[config.mk]
export PLATFORM = sky130hd
export DESIGN_NAME = sukt_cell
export DESIGN_NICKNAME = d
export VERILOG_FILES = /design/src/rtl/core/sorted_unique_key_table_defines.svh /design/src/rtl/core/sukt_pkg.sv /design/src/rtl/core/sukt_cell.sv
export SDC_FILE = /design/constraint.sdc
export NUM_CORES = 1
export LEC_CHECK = 0
export BUFFER_PORTS_ARGS = -buffer_cell sky130_fd_sc_hd__buf_2
export CAP_MARGIN = 20
export CORE_ASPECT_RATIO = 1.5
export CORE_UTILIZATION = 40
export CTS_BUF_LIST = sky130_fd_sc_hd__clkbuf_8
export DETAILED_ROUTE_END_ITERATION = 8
export GPL_ROUTABILITY_DRIVEN = 0
export PLACE_DENSITY = 0.79
export SLEW_MARGIN = 10
export SYNTH_ARGS = -nofsm -noshare
export SYNTH_HDL_FRONTEND = slang
export SYNTH_SLANG_ARGS = --single-unit
[constraint.sdc]
create_clock -name i_clk -period 3.2 [get_ports i_clk]
set_input_delay 0.32 -clock i_clk [delete_from_list [all_inputs] [get_ports i_clk]]
set_output_delay 0.32 -clock i_clk [all_outputs]
set_load 0.03 [all_outputs]
[src/rtl/core/sorted_unique_key_table_defines.svh]
// Assertion helpers for the key table RTL.
`ifndef SORTED_UNIQUE_KEY_TABLE_DEFINES_SVH
`define SORTED_UNIQUE_KEY_TABLE_DEFINES_SVH

// Property that must hold on every clock edge out of reset.
`define SUKT_ASSERT(lbl, prop) \
    lbl: assert property (@(posedge i_clk) disable iff (!i_rst_n) (prop)) \
        else $error("key table check failed");

// Condition in one cycle implies a condition in the next.
`define SUKT_ASSERT_NEXT(lbl, ante, cons) \
    lbl: assert property (@(posedge i_clk) disable iff (!i_rst_n) (ante) |=> (cons)) \
        else $error("key table sequence check failed");

`endif

[src/rtl/core/sukt_pkg.sv]
`default_nettype none
package sukt_pkg;

    localparam int KEY_W  = 17;
    localparam int CNT_W  = 7;
    localparam int GRP_W  = 7;
    localparam int MODE_W = 3;
    localparam int ST_W   = 4;

    localparam int DEF_CAPACITY = 64;

    localparam logic [KEY_W-1:0] KEY_MIN    = KEY_W'(10000);
    localparam logic [KEY_W-1:0] KEY_MAX    = KEY_W'(99999);
    localparam logic [GRP_W-1:0] GROUP_MIN  = GRP_W'(10);
    localparam logic [GRP_W-1:0] GROUP_MAX  = GRP_W'(99);
    localparam logic [KEY_W-1:0] GROUP_DIV  = KEY_W'(1000);
    localparam logic [KEY_W-1:0] GROUP_SPAN = KEY_W'(999);

    typedef enum logic [MODE_W-1:0] {
        MODE_INSERT = 3'd0,
        MODE_DELETE = 3'd1,
        MODE_SEARCH = 3'd2,
        MODE_GROUP  = 3'd3,
        MODE_DUMP   = 3'd4
    } t_mode;

    typedef enum logic [ST_W-1:0] {
        ST_INSERTED   = 4'd0,
        ST_DUPLICATE  = 4'd1,
        ST_FULL       = 4'd2,
        ST_DELETED    = 4'd3,
        ST_NOT_FOUND  = 4'd4,
        ST_FOUND      = 4'd5,
        ST_INVALID    = 4'd6,
        ST_ENTRY      = 4'd7,
        ST_NO_ENTRIES = 4'd8
    } t_status;

    typedef enum logic [1:0] {
        CELL_HOLD,
        CELL_INSERT,
        CELL_DELETE,
        CELL_ROTATE
    } t_cell_op;

    // Broadcast to every cell of the chain.
    typedef struct packed {
        t_cell_op          op;
        logic [KEY_W-1:0]  key;
        logic [CNT_W-1:0]  count;
    } t_cell_ctrl;

endpackage
`default_nettype wire

[src/rtl/core/sukt_cell.sv]
`default_nettype none
module sukt_cell #(
    parameter int IDX = 0
) (
    input  wire logic                      i_clk,
    input  wire sukt_pkg::t_cell_ctrl      i_ctrl,
    input  wire logic [sukt_pkg::KEY_W-1:0] i_left_key,
    input  wire logic                      i_left_gt,
    input  wire logic [sukt_pkg::KEY_W-1:0] i_right_key,
    input  wire logic [sukt_pkg::KEY_W-1:0] i_head_key,
    output logic [sukt_pkg::KEY_W-1:0]      o_key,
    output logic                           o_gt,
    output logic                           o_eq
);
    import sukt_pkg::*;

    logic [KEY_W-1:0] r_key;
    logic [KEY_W-1:0] n_key;
    logic             occ;
    logic             ge;
    logic             first_free;
    logic             tail;

    assign occ        = CNT_W'(IDX) < i_ctrl.count;
    assign first_free = CNT_W'(IDX) == i_ctrl.count;
    assign tail       = CNT_W'(IDX + 1) == i_ctrl.count;
    assign o_gt       = occ && (r_key > i_ctrl.key);
    assign o_eq       = occ && (r_key == i_ctrl.key);
    assign ge         = occ && (r_key >= i_ctrl.key);
    assign o_key      = r_key;

    always_comb begin
        n_key = r_key;
        case (i_ctrl.op)
            CELL_INSERT: begin
                // larger keys move right by one, new key drops into the gap
                if (i_left_gt) begin
                    n_key = i_left_key;
                end else if (o_gt || first_free) begin
                    n_key = i_ctrl.key;
                end
            end
            CELL_DELETE: begin
                if (ge) begin
                    n_key = i_right_key;
                end
            end
            CELL_ROTATE: begin
                if (tail) begin
                    n_key = i_head_key;
                end else if (occ) begin
                    n_key = i_right_key;
                end
            end
            default: begin
                n_key = r_key;
            end
        endcase
    end

    always_ff @(posedge i_clk) begin
        r_key <= n_key;
    end

endmodule
`default_nettype wire

==> results of run 1 <==
[worst min-delay path by stage]
stage,end,slack (ps),depth (start not counted)
after detailed placement,o_key[13]$_DFFE_PP_,680,3
after CTS,o_key[13]$_DFFE_PP_,420,3
after floorplan,o_key[1]$_DFFE_PP_,570,2
final,o_key[13]$_DFFE_PP_,420,3
after global routing,o_key[8]$_DFFE_PP_,430,3
after global placement,o_key[4]$_DFFE_PP_,680,3
[cell families after synthesis]
| group | Yosys count |
|---|---|
| fa+ha+maj | 17 |
| simple gates | 40 |
| compound gates | 51 |
| mux | 17 |
| flops | 17 |
| buf+inv | 27 |
[worst register-to-register path, delay by kind of cell, from the launching register on]
kind	cells	cell delay [ps]
AOI/OAI and AO/OA	2	530
buffers and inverters	1	250
DFF	1	380
and+or+nand+nor	3	700
adders and majority gates	1	340
[cells in the mapped netlist (all sizes together)]
master	number	area, µm²
nor2b	1	6.260
nand3b	1	7.510
nand2	6	22.52
nor3b	1	7.510
nand4	3	18.77
clkbuf	8	30.03
buf	2	31.28
a21boi	1	7.510
nor4	3	40.04
a21o	2	15.01
and3	1	6.260
edfxtp	17	510.5
a211oi	18	135.1
or4	1	11.26
mux2i	17	170.2
nor2	19	71.32
o21a	1	7.510
a41oi	1	8.760
inv	17	63.81
ha	17	212.7
nand3	1	5.000
nor3	2	10.01
nor4b	1	8.760
o2bb2ai	1	8.760
o41ai	1	8.760
a21oi	25	125.1
o21ai	1	5.000
[power by group through the flow]
| stage | combinational (mW) | clock, mW | sequential [mW] |
|---|---|---|---|
| floorplan | 0.128 | 0 | 0.355 |
| detailed placement | 0.292 | 0 | 0.302 |
| global route | 0.322 | 0.168 | 0.300 |
| CTS | 0.293 | 0.164 | 0.297 |
| global placement | 0.285 | 0 | 0.300 |
| finish | 0.290 | 0.159 | 0.296 |
[metal layers]
metal / up-vias / routed length, µm / track usage (%)
met1: 695 / 1551 / 22.56
met4: 0 / 69 / 7.632
met2: 53 / 2076 / 37.22
met3: 6 / 183 / 2.713
li1: 820 / - / -
met5: - / 0 / 0
[layout make-up]
cell class                 instances  area (µm²)
fill                             355        1577
multi-input combinational        125       924.6
sequential                        17       510.5
timing repair buffer             100       508.0
inverter                          17       63.81
tap                               43       53.80
clock buffer                       3       41.29
clock inverter                     1       3.754
[stage by stage]
stage	cells	hold WS [ps]	util, %
CTS	306	416.4	57.19
detailed placement	302	676.8	55.96
floorplan	169	572.4	-
global placement	302	676.5	55.96
global route	306	427.8	57.19
finish	306	421.0	57.19
==> results.json, run 1 <==
{
  "outcome": "finished clean",
  "placed_area_mm2": 0.002061,
  "track_usage_pct": 20.30,
  "fin_ws_ps": 497.0,
  "swShare_pct": 35.16,
  "syn-num-nets": 265,
  "num_vias": 1574,
  "rsz0062_at_grt": "false",
  "design.core.area_mm2": 0.003682,
  "netSwitchingPower_mw": 0.2622,
  "slowest_stage": "nor4_1",
  "grt_pass1_wl_mm": 6.348,
  "post_cts_buffers": 0,
  "final_cell_mix": "97 x buf_2, 25 x a21oi_1, 19 x nor2_1",
  "largest_reg_flops": 17,
  "path_clk_slew_ps": 70,
  "overflow": 0,
  "finalCritPeriodShare_pct": 84.47,
  "antenna_found_initial": 0,
  "cts_sinks": 17,
  "drc": 0,
  "cp-end-kind": "primary output",
  "synth_top_family_by_area": "compound AO/OA/AOI/OAI gates",
  "fin_crit_ps": 2703,
  "cp.required_ps": 2880,
  "relSlewSlack_pct": 56.45,
  "ctsHtreeMaxLevel": 1,
  "synth_compound_area_share_pct": 20.68,
  "via_per_inst": 5.144,
  "dieArea_mm2": 0.004147,
  "power.share.clock_pct": 21.3,
  "syn_area_per_cell_um2": 9.203,
  "setup_tns_ps": 0,
  "path_max_fanout": 3,
  "cts_tree": "done",
  "r2r.worst_path.cells": 7,
  "r2r_end": "o_key[15]$_DFFE_PP_",
  "final_common_cell": "buf_2",
  "final_nets": 360,
  "combPwrFrac_pct": 39.0,
  "critPathLaunchType": "flop",
  "cts_hold_buf": 0,
  "rr_startpoint": "o_key[15]$_DFFE_PP_",
  "drt_iter0_drc": 24,
  "r2r_setup_slack_ps": 700,
  "yosys_warnings": 0,
  "fin_worst_skew_ps": 4.744,
  "synthCells": 169,
  "rows": 27,
  "drv_slew": 0,
  "die-width_um": 52.91,
  "yosys.area_share.xor_xnor_pct": 0,
  "worst_slew_pin_slew_ps": 653.2,
  "firstDrtPassIters": 4,
  "vdd_drop_max_uv": 275.3,
  "path_delay_family": "simple AND/OR/NAND/NOR gates",
  "max_freq_ghz": 0.3700,
  "syn2layout_area_growth_pct": 35.40,
  "synthesis.area_mm2": 0.001555,
  "cts_resized": 0,
  "initial_core_util_pct": 42.24,
  "grt_max_degree": 39,
  "crit_type": "reg -> out",
  "synth_mux_area_share_pct": 10.94,
  "yosysUniqueCellTypes": 30,
  "cp.arrival_ps": 2380,
  "final_area_mm2": 0.002106,
  "grt_pass1_vias": 1519,
  "endpoint": "o_gt",
  "cp-startpoint": "o_key[15]$_DFFE_PP_",
  "ios": 98,
  "path_depth": 7,
  "seq_area_frac_synth_pct": 32.82,
  "crit_buf_inv": 1,
  "wl_per_cell_um": 12.68,
  "synth_simple_gate_area_share_pct": 13.84,
  "maxCapViolations": 0,
  "dieHeight_um": 78.37,
  "hpwl_mm": 3.148,
  "root_buffer": "clkbuf_8",
  "cts_max_path_buffers": 2,
  "min_path_type": "in -> reg",
  "cellPowerDensity_mw_per_mm2": 354.2,
  "power_mw": 0.7458,
  "drt_wl_total_mm": 3.881,
  "pre_cts_ws_ps": 608.5,
  "port_buffers": 97,
  "power_frac_seq_pct": 39.7,
  "crit_chain": "ha_1, nand4_1, nor4_1, a21boi_0, nor3_1, nor3b_1, buf_2",
  "cts_buffers": 3,
  "synth-seq-cells": 17,
  "clk_latency_ps": 250,
  "leakagePower_nw": 0.9943,
  "hold_viol_final": 0,
  "postRouteAntennaNets": 0,
  "min_from": "i_left_key[13]",
  "setup_viol": 0,
  "diodes": 0,
  "p_int_mw": 0.4836,
  "slowest_delay_ps": 450,
  "drive_above_1_share_pct": 40.68,
  "synth-adder-area-share_pct": 13.68
}
Power figures use the tool's default switching activity.
==> run 2, diff against run 1 <==
- ABC_AREA: unset -> 1
- PLACE_DENSITY: 0.79 -> 0.73
- clock period: 3.2 -> 2.5 ns (I/O delays scaled with it)
==> run 2 against run 1 <==
  * The run now ends with design-rule violations left
  * First-iteration DRC count grew to 2.8 times the previous value
  * Global-route usage increased by 0.94 points
  * Critical path depth rose by 3
  * Critical endpoint is now o_eq
  * Highest routed layer unchanged
==> results.json, run 2 <==
{
  "outcome": "finished with violations",
  "violations": "design-rule violations",
  "synth.most_common_cell": "nand2_1",
  "drv_slew": 0,
  "syn2layout_area_growth_pct": 30.47,
  "leakagePower_nw": 1.229,
  "cp-startpoint": "o_key[16]$_DFFE_PP_",
  "relSlewSlack_pct": 69.00,
  "rr_startpoint": "o_key[8]$_DFFE_PP_",
  "drt_iter0_drc": 67,
  "cp.required_ps": 2250,
  "postRouteAntennaNets": 0,
  "largest_reg_flops": 17,
  "r2r.worst_path.cells": 12,
  "synthArstFlopShare_pct": 0,
  "cts_resized": 0,
  "final_common_cell": "buf_2",
  "synth_top_area_share_pct": 28.45,
  "yosys-top-cells-count": "50 x nand2_1, 33 x nor2_1, 28 x inv_1",
  "drc": 15,
  "grt_pass1_vias": 1853,
  "placed_area_mm2": 0.002295,
  "r2r_setup_slack_ps": 500,
  "root_buffer": "clkbuf_8",
  "track_usage_pct": 21.24,
  "final_cell_mix": "97 x buf_2, 50 x nand2_1, 33 x nor2_1",
  "maxCapViolations": 0,
  "port_buffers": 97,
  "crit_type": "reg -> out",
  "clk_latency_ps": 260,
  "grt_max_degree": 34,
  "design.core.area_mm2": 0.004282,
  "seq_area_frac_synth_pct": 28.45,
  "max_freq_ghz": 0.4759,
  "cts_sinks": 17,
  "holdPathEnd": "o_key[5]$_DFFE_PP_",
  "num_vias": 1928,
  "cts_tree": "done",
  "cts_hold_buf": 0,
  "dp.cells": 379,
  "yosysUniqueCellTypes": 24,
  "worst_slew_pin_slew_ps": 464.4,
  "setup_tns_ps": 0,
  "cts_buffers": 3,
  "fin_worst_skew_ps": 3.630,
  "synthCells": 243,
  "path_max_fanout": 2,
  "yosys_most_used_dff": "edfxtp_1",
  "yosys_warnings": 0,
  "hold_viol_final": 0,
  "hold_depth": 3,
  "grt_pass1_wl_mm": 8.024,
  "synth-seq-cells": 17,
  "drt_wl_total_mm": 4.906,
  "antenna_found_initial": 0,
  "final_nets": 434,
  "post_cts_buffers": 0,
  "min_path_type": "in -> reg",
  "cellPowerDensity_mw_per_mm2": 430.0,
  "critPathLaunchType": "flop",
  "rows": 29,
  "vdd_drop_max_uv": 207.9,
  "synthesis.area_mm2": 0.001794,
  "hpwl_mm": 3.888,
  "final_area_mm2": 0.002341,
  "syn_area_per_cell_um2": 7.384,
  "synthTopCellsByArea": "edfxtp_1 28%, ha_1 12%, nand2_1 10%, o211ai_2 7.0%, nor2_1 6.9%",
  "drive_above_1_share_pct": 39.47,
  "via_per_inst": 5.034,
  "setup_viol": 0,
  "r2r_end": "o_key[11]$_DFFE_PP_",
  "ctsHtreeMaxLevel": 1,
  "ios": 98,
  "cts_max_path_buffers": 2,
  "initial_core_util_pct": 41.91,
  "stdcell_count": 383,
  "min_from": "i_right_key[5]",
  "power_mw": 1.007,
  "cp.arrival_ps": 1850,
  "die-width_um": 56.69,
  "finalCritPeriodShare_pct": 84.05,
  "rsz0062_at_grt": "false",
  "diodes": 0,
  "fin_crit_ps": 2101,
  "syn-num-nets": 339,
  "dieHeight_um": 84.03,
  "holdWs_ps": 283.4,
  "cp-end-kind": "primary output",
  "yosysTopAreaCell": "edfxtp_1",
  "path_clk_slew_ps": 70,
  "dieArea_mm2": 0.004763,
  "synth-edff-count": 17,
  "firstDrtPassIters": 6,
  "overflow": 0,
  "wl_per_cell_um": 12.81
}
==> run 2: cell count changes after synthesis, sizes merged, moves of 4 or more <==
cell and delta:
nand2 +45, clkbuf -5, o211ai +17, nor2 +18, buf +4, o21ai +34
a21oi -5, a211oi -18, inv +16, mux2i -17
==> run 2: routing by layer <==
layer / GRT usage [%] / vias up / part of all wire [%]
met5: 0 / - / 0
met2: 39.39 / 63 / 52
met1: 24.42 / 852 / 41
met4: 7.727 / 0 / 2.1
met3: 2.171 / 7 / 5.0
li1: - / 1006 / -
==> run 2: critical path: stages, from the launching register on <==
cell	delay, ps
edfxtp_1	400
ha_1	310
nand2_1	70
nor2_1	130
nand2_1	100
inv_2	60
nand2_1	40
nor2_1	120
inv_1	70
nor2_1	90
buf_2	210
==> run 2: cell families after synthesis <==
| kind of cell | count (synthesis) | share of synthesized area (%) |
|---|---|---|
| simple gates | 92 | 21.55 |
| compound gates | 74 | 27.55 |
| fa+ha+maj | 17 | 11.85 |
| flops | 17 | 28.45 |
| buf+inv | 43 | 10.60 |
==> run 2: stage by stage <==
step	util, %	setup WS (ps)
5_1_grt	54.68	207.6
6_report	54.68	398.7
4_1_cts	54.68	396.0
3_3_place_gp	53.59	549.4
2_1_floorplan	-	243.7
3_5_place_dp	53.59	507.2
==> run 2: how the worst max path moves through the flow <==
stage	to	slack (ps)	depth (start not counted)
2_1_floorplan	o_key[0]$_DFFE_PP_	240	11
3_3_place_gp	o_key[11]$_DFFE_PP_	550	12
3_5_place_dp	o_key[12]$_DFFE_PP_	510	12
4_1_cts	o_eq	400	10
5_1_grt	o_gt	210	10
6_report	o_eq	400	10
==> run 2: area by class of cell <==
type / count / area (µm²)
Clock inverter: 1 / 5.005
Multi-Input combinational cell: 183 / 1094
Fill cell: 469 / 1941
Timing Repair Buffer: 99 / 500.5
Tap cell: 46 / 57.56
Sequential cell: 17 / 510.5
Inverter: 34 / 132.6
Clock buffer: 3 / 41.29
==> run 2: power breakdown <==
group | internal (mW) | leakage [nW] | switching [mW] | total [mW]
clock | 0.111 | 0.0255 | 0.107 | 0.218
sequential | 0.361 | 0.167 | 0.0183 | 0.379
combinational | 0.157 | 1.04 | 0.253 | 0.410
